**src/rtl/dqec_pkg.sv**
```systemverilog
// ----------------------------------------------------------------------------
// dqec_pkg
// Shared types, operation codes and the x4 quadrature table.
// ----------------------------------------------------------------------------
package dqec_pkg;

  localparam int unsigned CounterBits = 16;
  localparam int unsigned TotalBits   = 64;
  localparam int unsigned DeltaBits   = 32;

  typedef enum logic [2:0] {
    OpPinSample   = 3'd0,
    OpCounterPoll = 3'd1,
    OpReadDelta   = 3'd2,
    OpReadTotal   = 3'd3,
    OpResetChan   = 3'd4
  } op_e;

  localparam logic ChCounter = 1'b0;
  localparam logic ChPin     = 1'b1;

  typedef struct packed {
    logic [2:0]  operation;
    logic        channel;
    logic        pin_a;
    logic        pin_b;
    logic [15:0] counter_value;
  } in_item_t;

  typedef struct packed {
    logic signed [TotalBits-1:0] total_count;
    logic signed [DeltaBits-1:0] delta_count;
  } out_item_t;

  // indexed by {prev_a, prev_b, cur_a, cur_b}
  localparam logic signed [1:0] QuadTable [16] = '{
    2'b00, 2'b01, 2'b11, 2'b00,
    2'b11, 2'b00, 2'b00, 2'b01,
    2'b01, 2'b00, 2'b00, 2'b11,
    2'b00, 2'b11, 2'b01, 2'b00
  };

  typedef struct packed {
    logic     valid;
    in_item_t item;
  } stage_t;

endpackage

```
**src/rtl/dqec_in_stage.sv**
```systemverilog
// ----------------------------------------------------------------------------
// dqec_in_stage
// Input register; holds one transaction until the update stage takes it.
// ----------------------------------------------------------------------------
module dqec_in_stage
  import dqec_pkg::*;
(
  input  logic     clk_i,
  input  logic     rst_ni,
  input  logic     in_valid_i,
  output logic     in_ready_o,
  input  in_item_t in_item_i,
  input  logic     advance_i,
  output stage_t   stage_o
);

  logic     valid_q, valid_d;
  in_item_t item_q;
  logic     load;

  assign in_ready_o = !valid_q || advance_i;
  assign load       = in_valid_i && in_ready_o;

  always_comb begin
    valid_d = valid_q;
    if (load) begin
      valid_d = 1'b1;
    end else if (advance_i) begin
      valid_d = 1'b0;
    end
  end

  always_ff @(posedge clk_i or negedge rst_ni) begin
    if (!rst_ni) begin
      valid_q <= 1'b0;
    end else begin
      valid_q <= valid_d;
    end
  end

  always_ff @(posedge clk_i) begin
    if (load) begin
      item_q <= in_item_i;
    end
  end

  assign stage_o.valid = valid_q;
  assign stage_o.item  = item_q;

endmodule

```
**src/rtl/dqec_update.sv**
```systemverilog
// ----------------------------------------------------------------------------
// dqec_update
// Channel state and the single-pass update for one transaction.
// ----------------------------------------------------------------------------
module dqec_update
  import dqec_pkg::*;
(
  input  logic      clk_i,
  input  logic      rst_ni,
  input  stage_t    stage_i,
  input  logic      slot_free_i,
  output logic      advance_o,
  output out_item_t result_o
);

  logic [CounterBits-1:0] last_counter_q, last_counter_d;
  logic [TotalBits-1:0]   counter_total_q, counter_total_d;
  logic [TotalBits-1:0]   counter_rep_q, counter_rep_d;
  logic [1:0]             last_pin_q, last_pin_d;
  logic [TotalBits-1:0]   pin_total_q, pin_total_d;
  logic [TotalBits-1:0]   pin_rep_q, pin_rep_d;

  in_item_t               item;
  logic [1:0]             pins;
  logic [CounterBits-1:0] cnt;
  logic [CounterBits-1:0] cnt_step;
  logic signed [1:0]      quad;
  logic [TotalBits-1:0]   cnt_sum;
  logic [TotalBits-1:0]   pin_sum;
  logic [TotalBits-1:0]   sel_total;
  logic [TotalBits-1:0]   sel_rep;
  logic [DeltaBits-1:0]   sel_delta;

  assign item      = stage_i.item;
  assign advance_o = stage_i.valid && slot_free_i;

  assign pins     = {item.pin_a, item.pin_b};
  assign cnt      = item.counter_value[CounterBits-1:0];
  assign cnt_step = cnt - last_counter_q;
  assign quad     = QuadTable[{last_pin_q, pins}];
  assign cnt_sum  = counter_total_q
                  + {{(TotalBits-CounterBits){cnt_step[CounterBits-1]}}, cnt_step};
  assign pin_sum  = pin_total_q + {{(TotalBits-2){quad[1]}}, quad};

  assign sel_total = (item.channel == ChPin) ? pin_total_q : counter_total_q;
  assign sel_rep   = (item.channel == ChPin) ? pin_rep_q : counter_rep_q;
  assign sel_delta = sel_total[DeltaBits-1:0] - sel_rep[DeltaBits-1:0];

  always_comb begin
    last_counter_d       = last_counter_q;
    counter_total_d      = counter_total_q;
    counter_rep_d        = counter_rep_q;
    last_pin_d           = last_pin_q;
    pin_total_d          = pin_total_q;
    pin_rep_d            = pin_rep_q;
    result_o.total_count = sel_total;
    result_o.delta_count = '0;
    case (op_e'(item.operation))
      OpPinSample: begin
        pin_total_d          = pin_sum;
        last_pin_d           = pins;
        result_o.total_count = pin_sum;
      end
      OpCounterPoll: begin
        counter_total_d      = cnt_sum;
        last_counter_d       = cnt;
        result_o.total_count = cnt_sum;
      end
      OpReadDelta: begin
        result_o.delta_count = sel_delta;
        if (item.channel == ChPin) begin
          pin_rep_d = pin_total_q;
        end else begin
          counter_rep_d = counter_total_q;
        end
      end
      OpResetChan: begin
        result_o.total_count = '0;
        if (item.channel == ChPin) begin
          last_pin_d  = pins;
          pin_total_d = '0;
          pin_rep_d   = '0;
        end else begin
          last_counter_d  = cnt;
          counter_total_d = '0;
          counter_rep_d   = '0;
        end
      end
      default: begin
      end
    endcase
  end

  always_ff @(posedge clk_i or negedge rst_ni) begin
    if (!rst_ni) begin
      last_counter_q  <= '0;
      counter_total_q <= '0;
      counter_rep_q   <= '0;
      last_pin_q      <= '0;
      pin_total_q     <= '0;
      pin_rep_q       <= '0;
    end else if (advance_o) begin
      last_counter_q  <= last_counter_d;
      counter_total_q <= counter_total_d;
      counter_rep_q   <= counter_rep_d;
      last_pin_q      <= last_pin_d;
      pin_total_q     <= pin_total_d;
      pin_rep_q       <= pin_rep_d;
    end
  end

  a_hold_when_idle: assert property (@(posedge clk_i) disable iff (!rst_ni)
    !advance_o |=> $stable(counter_total_q) && $stable(pin_total_q)
                   && $stable(counter_rep_q) && $stable(pin_rep_q))
    else $error("channel state changed without a transaction");

  a_reset_counter: assert property (@(posedge clk_i) disable iff (!rst_ni)
    advance_o && item.operation == OpResetChan && item.channel == ChCounter
    |=> counter_total_q == '0 && counter_rep_q == '0)
    else $error("counter channel not cleared by reset op");

  a_delta_snapshot: assert property (@(posedge clk_i) disable iff (!rst_ni)
    advance_o && item.operation == OpReadDelta && item.channel == ChPin
    |=> pin_rep_q == pin_total_q)
    else $error("pin reported total not updated by delta read");

  a_pin_track: assert property (@(posedge clk_i) disable iff (!rst_ni)
    advance_o && item.operation == OpPinSample
    |=> last_pin_q == {$past(item.pin_a), $past(item.pin_b)})
    else $error("last pin state not tracking sample");

endmodule

```
**src/rtl/dqec_out_stage.sv**
```systemverilog
// ----------------------------------------------------------------------------
// dqec_out_stage
// Result register; decouples the update stage from the downstream ready.
// ----------------------------------------------------------------------------
module dqec_out_stage
  import dqec_pkg::*;
(
  input  logic      clk_i,
  input  logic      rst_ni,
  input  logic      load_i,
  input  out_item_t result_i,
  output logic      slot_free_o,
  output logic      out_valid_o,
  input  logic      out_ready_i,
  output out_item_t out_item_o
);

  logic      valid_q, valid_d;
  out_item_t item_q;

  assign slot_free_o = !valid_q || out_ready_i;

  always_comb begin
    valid_d = valid_q;
    if (load_i) begin
      valid_d = 1'b1;
    end else if (out_ready_i) begin
      valid_d = 1'b0;
    end
  end

  always_ff @(posedge clk_i or negedge rst_ni) begin
    if (!rst_ni) begin
      valid_q <= 1'b0;
    end else begin
      valid_q <= valid_d;
    end
  end

  always_ff @(posedge clk_i) begin
    if (load_i) begin
      item_q <= result_i;
    end
  end

  assign out_valid_o = valid_q;
  assign out_item_o  = item_q;

endmodule

```
**src/rtl/dual_quadrature_encoder_counter_core.sv**
```systemverilog
// ----------------------------------------------------------------------------
// dual_quadrature_encoder_counter_core
// Two-channel wheel encoder counter: one channel accumulates a sampled
// hardware counter, the other decodes A/B pins with an x4 table. One
// transaction is taken per clock while the result path does not stall; its
// result passes through the input register, the single-pass update (one
// table lookup and one 64-bit add) and the result register. A stalled result
// holds the update stage, and the input stalls once the input register is
// also full. Every transaction returns one result: the total of the channel
// that it updates or addresses and, for a delta read, the 32-bit change since
// the previous delta read.
// ----------------------------------------------------------------------------
module dual_quadrature_encoder_counter_core
  import dqec_pkg::*;
(
  input  logic      clk_i,
  input  logic      rst_ni,
  input  logic      in_valid_i,
  output logic      in_ready_o,
  input  in_item_t  in_item_i,
  output logic      out_valid_o,
  input  logic      out_ready_i,
  output out_item_t out_item_o
);

  stage_t    stage;
  logic      advance;
  logic      slot_free;
  out_item_t result;

  dqec_in_stage u_in_stage (
    .clk_i      (clk_i),
    .rst_ni     (rst_ni),
    .in_valid_i (in_valid_i),
    .in_ready_o (in_ready_o),
    .in_item_i  (in_item_i),
    .advance_i  (advance),
    .stage_o    (stage)
  );

  dqec_update u_update (
    .clk_i       (clk_i),
    .rst_ni      (rst_ni),
    .stage_i     (stage),
    .slot_free_i (slot_free),
    .advance_o   (advance),
    .result_o    (result)
  );

  dqec_out_stage u_out_stage (
    .clk_i       (clk_i),
    .rst_ni      (rst_ni),
    .load_i      (advance),
    .result_i    (result),
    .slot_free_o (slot_free),
    .out_valid_o (out_valid_o),
    .out_ready_i (out_ready_i),
    .out_item_o  (out_item_o)
  );

endmodule

```
**config.mk**
```make
export PLATFORM = sky130hd
export DESIGN_NAME = dual_quadrature_encoder_counter_core
export DESIGN_NICKNAME = d
export VERILOG_FILES = /design/src/rtl/dqec_pkg.sv /design/src/rtl/dqec_in_stage.sv /design/src/rtl/dqec_update.sv /design/src/rtl/dqec_out_stage.sv /design/src/rtl/dual_quadrature_encoder_counter_core.sv
export SDC_FILE = /design/constraint.sdc
export NUM_CORES = 1
export LEC_CHECK = 0
export BUFFER_PORTS_ARGS = -buffer_cell sky130_fd_sc_hd__buf_2
export CAP_MARGIN = 20
export CORE_MARGIN = 1
export CORE_UTILIZATION = 63
export CTS_CLUSTER_SIZE = 12
export DETAILED_ROUTE_END_ITERATION = 10
export PLACE_DENSITY = 0.81
export SYNTH_ARGS = -nofsm -noshare
export SYNTH_HDL_FRONTEND = slang
export SYNTH_SLANG_ARGS = --single-unit
```
**constraint.sdc**
```tcl
create_clock -name clk_i -period 10.5 [get_ports clk_i]
set_clock_uncertainty 0.2 [all_clocks]
set_input_delay 2.1 -clock clk_i [delete_from_list [all_inputs] [get_ports clk_i]]
set_output_delay 2.1 -clock clk_i [all_outputs]
set_load 0.05 [all_outputs]
```
=== Word level (Yosys, flattened, before mapping) ===
Memory sizes are Yosys's and may differ from the RTL's.
Index checks and enable logic that the tools add are counted.

* Multiplexer cells: 21
* Equality and inequality tests: 7
* Add/sub/neg operators: 4
* Order comparisons: 1
* Bitwise gates (word level): 1
* Reduce and logical (&&, ||, !) cells: 16

{| class="wikitable"
|+ Operators by type and width
! operator !! number
|-
| $pmux 64 s2 || 2
|-
| $mux 64 || 3
|-
| $pmux 64 s3 || 1
|-
| $add 64x64->64 || 2
|-
| $pmux 32 s2 || 2
|-
| $mux 32 || 3
|-
| $pmux 16 s2 || 1
|-
| $sub 32x32->32 || 1
|-
| $mux 16 || 1
|-
| $sub 16x16->16 || 1
|-
| $reduce_bool 2->1 || 5
|-
| $ne 2x2->1 const B || 4
|-
| $reduce_and 4->1 || 2
|-
| $mux 2 || 3
|-
| $reduce_and 3->1 || 2
|-
| $ge 5x5->1 const B || 1
|-
| $not 4->5 || 1
|-
| $mux 1 || 4
|-
| $pmux 2 s2 || 1
|-
| $eq 3x1->1 const B || 1
|-
| $eq 3x2->1 const B || 1
|-
| $eq 3x3->1 const B || 1
|-
| $logic_not 3->1 || 1
|-
| $logic_and 1x1->1 || 2
|-
| 2 further kinds || 4
|}

* Bits in read-only memories: 32
* Output and inout port bits: 98
* Register bits: 330
* Memories: 1

{| class="wikitable"
|+ Memories
! name !! words !! width !! rd ports !! clocked after Yosys merged registers in !! wr ports !! line !! source
|-
| (no name shown) || 16 || 2 || 1 || 0 || 0 || dqec_update.sv:40 || <nowiki>assign quad = QuadTable[{last_pin_q, pins}];</nowiki>
|}

=== Depth between registers and ports, before layout ===
* Word-level depth: 6
* Depth in mapped cells: 24

=== Cells and area by module ===
A second synthesis with hierarchy kept.

* Cells, all modules: 2620
* Area, all modules: 23968.0 µm²

{| class="wikitable"
|+ Modules (own cells, without submodules)
! module !! sequential area each (µm²) !! area each (µm²) !! instances !! cells each
|-
| dqec_update || 5255.0 || 20315.7 || 1 || 2494
|-
| dqec_out_stage || 2907.8 || 2930.3 || 1 || 99
|-
| dqec_in_stage || 685.7 || 721.9 || 1 || 27
|}

=== Worst setup path before layout ===
Ideal clock, no wire load.

* Path kind: flip-flop to flip-flop
* From: register u_in_stage.item_q, in the netlist u_in_stage.stage_o[2]
* To: register u_out_stage.item_q, in the netlist u_out_stage.out_item_o[89] (data pin)
* Arrival: 7262 ps
* Setup time: 261 ps
* Path buffers: 1
* Required time: 10039 ps
* Cell stages (with the launch flop): 22
* Path slack: 2778 ps
* Cell sequence: edfxtp_1 > ha_1 > o21a_1 > o31a_1 > nor3_1 > o32a_1 > a21oi_1 > a41o_1 > o41ai_2 > xnor2_1 > ha_1 > buf_6 > a21o_1 > o21bai_1 > a221o_1 > nand3b_1 > o22a_2 > a31o_4 > a2111oi_4 > o31ai_2 > xor2_1 > a221o_1

{| class="wikitable"
|+ RTL lines
! element !! line !! source
|-
| start: declaration || dqec_in_stage.sv:18 || <nowiki>in_item_t item_q;</nowiki>
|-
| start signal: assignment || dqec_in_stage.sv:43 || <nowiki>item_q <= in_item_i;</nowiki>
|-
| end signal: assignment || dqec_out_stage.sv:42 || <nowiki>item_q <= result_i;</nowiki>
|-
| end: declaration || dqec_out_stage.sv:19 || <nowiki>out_item_t item_q;</nowiki>
|}

==> impl_table.tex <==
\begin{tabular}{lr}
\hline
Metric & Value \\
\hline
\multicolumn{2}{l}{\textbf{Critical path}} \\
Crit path max-delay cell type & sky130\_fd\_sc\_hd\_\_buf\_4 \\
WP data required & 10.60 ns \\
Sum of buffers and inverters on the critical path & 2 \\
Critical-path maximum fanout & 57 \\
Arrival time of data at the critical path endpoint & between 6 and 7 ns \\
Cell family contributing the most delay on the critical path & compound AO/OA/AOI/OAI gates \\
Crit path capture type & flip-flop \\
Classification of the worst setup path & flip-flop to flip-flop \\
Worst-path cell chain & inv\_1 -> ha\_1 -> nor2b\_1 -> o31a\_1 -> nor3\_1 -> o32a\_1 -> a21oi\_1 -> a41o\_1 -> o41ai\_2 -> xnor2\_2 -> buf\_4 -> ha\_1 -> and2\_1 -> nor3b\_1 -> nand3\_1 -> a211oi\_1 -> o21bai\_1 -> a21boi\_0 -> a21oi\_1 -> o21ai\_0 -> xor3\_1 -> a221o\_1 \\
Largest incremental delay on the critical path & 0.53 ns \\
Kind of start point of the critical path & flip-flop \\
\multicolumn{2}{l}{\textbf{Floorplan}} \\
Area enclosed by the die boundary & around 38000 um\^{}2 \\
Initial core utilization & 0.643 \\
Ports placed on the boundary & 124 \\
Floorplan core area & about 37000 um\^{}2 \\
Width of the die & 196 um \\
Die H & 196 um \\
Number of standard-cell rows in the floorplan & 70 \\
\multicolumn{2}{l}{\textbf{Clocking}} \\
Root Buffer & sky130\_fd\_sc\_hd\_\_clkbuf\_16 \\
CTS Hold Bufs & 0 \\
Clock slew at the register clock pins of the worst setup and hold paths & 0.06 ns \\
Clock buffers created by TritonCTS & 38 \\
Resized Gates After CTS & 0 \\
Number of buffers inserted to repair setup after CTS & 0 \\
Clock latency on the worst-skew pair & 0.57 ns \\
TritonCTS clock tree & yes \\
Max H-tree Level & 2 \\
Clock sink total & between 300 and 400 \\
Clock tree buffer depth & 3 \\
\multicolumn{2}{l}{\textbf{STA}} \\
Slew at the pin with the worst max-slew slack & 1.09 ns \\
RSZ-0062 raised after global routing & false \\
Number of max-slew violations in the final report & 0 \\
Number of hold violations in the final report & 0 \\
Final period util & 0.629 \\
Upper clock frequency limit & 151 MHz \\
Final period demand of the worst path & 6.60 ns \\
Worst-case headroom to the max-slew limit & 0.276 \\
Setup\_tns & 0 ns \\
Setup violation total in the final timing report & 0 \\
\multicolumn{2}{l}{\textbf{Final layout}} \\
Share of cells above drive strength 1 & 0.110 \\
Commonest cells after routing, fill and taps aside & sky130\_fd\_sc\_hd\_\_nand2\_1 (313), sky130\_fd\_sc\_hd\_\_dfrtp\_1 (212), sky130\_fd\_sc\_hd\_\_ha\_1 (188) \\
Most common cell after layout, fill and taps aside & sky130\_fd\_sc\_hd\_\_nand2\_1 \\
Post-layout net count & between 2000 and 3000 \\
Synth-to-layout area growth & 9.15\% \\
Antenna Diode Count & 0 \\
\multicolumn{2}{l}{\textbf{Synthesis}} \\
Most used DFF post-synth & sky130\_fd\_sc\_hd\_\_dfrtp\_1 \\
Count of distinct cell types in the synthesized netlist & 87 \\
Netlist Area Pre-Place & 23700 um\^{}2 \\
Number of nets produced by synthesis & 2756 \\
Number of synthesized flops with an enable pin & between 100 and 150 \\
Yosys warns & 0 \\
Async set-reset flop share out of synthesis & 0.642 \\
Number of cells produced by synthesis & 2538 \\
Mean area per synthesized cell & 9.33 um\^{}2 \\
\#FFs+latches synth & 330 \\
Post-synthesis sequential area ratio & 0.374 \\
\multicolumn{2}{l}{\textbf{Detailed routing}} \\
Initial DRT Pass Iterations & 7 \\
Antenna viol nets, final & 0 \\
DRT iter0 DRCs & 1898 \\
Avg WL per Cell & 21.8 um \\
Residual DRC count & 0 \\
Via Count & 20600 \\
Via/cell ratio & 6.66 \\
Wire length reported by the detailed router & 67400 um \\
\multicolumn{2}{l}{\textbf{Run status}} \\
Run status & completed \\
\multicolumn{2}{l}{\textbf{GRT}} \\
GRT Residual Overflow & 0 \\
GRT Total Usage & 0.351 \\
Largest net degree at the start of global routing & 85 \\
Number of antenna violations at the first check in global routing & 0 \\
First-pass GRT wire length & 106000 um \\
Number of global-route vias before repair & 19800 \\
\multicolumn{2}{l}{\textbf{Place}} \\
Placer congestion estimate & 0.957 \\
Number of buffers added on ports & 123 \\
Half-perimeter wire length after detailed placement & around 49000 um \\
\multicolumn{2}{l}{\textbf{Job}} \\
Number of maximum-capacitance violations & 0 \\
\multicolumn{2}{l}{\textbf{Worst hold path}} \\
Min-Delay Path Class & flip-flop to flip-flop \\
\hline
\end{tabular}
## cell usage after synthesis (all sizes together) (84+ instances only)
| cell type | count | area share |
|---|---|---|
| a21o | 84 | 0.027 |
| a21oi | 174 | 0.037 |
| ha | 188 | 0.099 |
| xnor2 | 94 | 0.035 |
| mux2i | 102 | 0.043 |
| a22o | 113 | 0.042 |
| nand2 | 316 | 0.050 |
| edfxtp | 118 | 0.15 |
| clkbuf | 109 | 0.017 |
| dfrtp | 212 | 0.22 |
| o21ai | 189 | 0.040 |
| nor2 | 154 | 0.024 |
## sequential cells by signal, indices dropped and copies added (netlist names)
name and flops:
u_update.pin_total_q 64, u_update.pin_rep_q 32, u_update.counter_rep_q 32, u_in_stage.stage_o 22, u_in_stage.valid_q 1, u_out_stage.out_item_o 96
u_update.last_counter_q 16, u_update.last_pin_q 2, u_update.counter_total_q 64, u_out_stage.out_valid_o 1
## worst register-to-register path, delay by kind of cell, from the launching register on
kind	cells	cell delay (ns)
compound gates	11	2.94
buf+inv	2	0.59
simple gates	5	1.16
fa+ha+maj	2	0.65
flops	1	0.39
xor+xnor	2	0.41
## metal layers
layer  global-route usage  vias up  wire [um]  part of all wire
li1                     -     9568          -                 -
met3               0.0476      142       5280             0.078
met2                0.559      919      30400              0.45
met4                0.118        0       1980             0.029
met5                    0        -          0                 0
met1                0.492     9976      29700              0.44
## cell type report
type	count	area, um^2
fillers	2818	11000
inverters	73	277
clock inverters	10	93.8
well taps	468	586
multi-input cells	2012	14100
flip-flops and latches	330	8850
repair buffers	144	807
clock buffers	58	1100
## cells by family after synthesis
group	Yosys count	synth area share
AO/OA/AOI/OAI	804	0.232
flip-flops	330	0.374
AND/OR/NAND/NOR	713	0.136
multiplexers	150	0.0665
buffers and inverters	196	0.0316
XOR/XNOR	153	0.0573
adder cells (fa/ha/maj)	192	0.103
## metrics by stage
step | utilization | area [um^2] | hold slack (ns) | std cells | worst slack [ns]
after floorplan | - | 23700 | 0.244 | 2538 | 2.78
after global placement | 0.669 | 24600 | 0.260 | 3025 | 4.14
after detailed placement | 0.669 | 24600 | 0.268 | 3025 | 4.08
after CTS | 0.701 | 25800 | 0.283 | 3093 | 4.05
after global routing | 0.702 | 25800 | 0.292 | 3095 | 3.49
final | 0.702 | 25800 | 0.279 | 3095 | 3.90
## path summary, 6_finish.rpt
check / start / endpoint / slack, ns / cells past startpoint
worst max-delay path: u_update.last_counter_q[1] / u_out_stage.out_item_o[95] / 3.90 / 22
worst max register to register: u_update.last_counter_q[1] / u_out_stage.out_item_o[95] / 3.90 / 22
worst min register to register: u_update.pin_rep_q[24] / u_update.pin_rep_q[24] / 0.28 / 2
min in group asynchronous: rst_ni / u_update.last_counter_q[11] / 1.37 / 1
max in group asynchronous: rst_ni / u_update.pin_total_q[29] / 7.33 / 2
worst min-delay path: u_update.pin_rep_q[24] / u_update.pin_rep_q[24] / 0.28 / 2
Power is not shown: default switching activity piles up to over one toggle a cycle in this logic, so the estimate is an artifact.
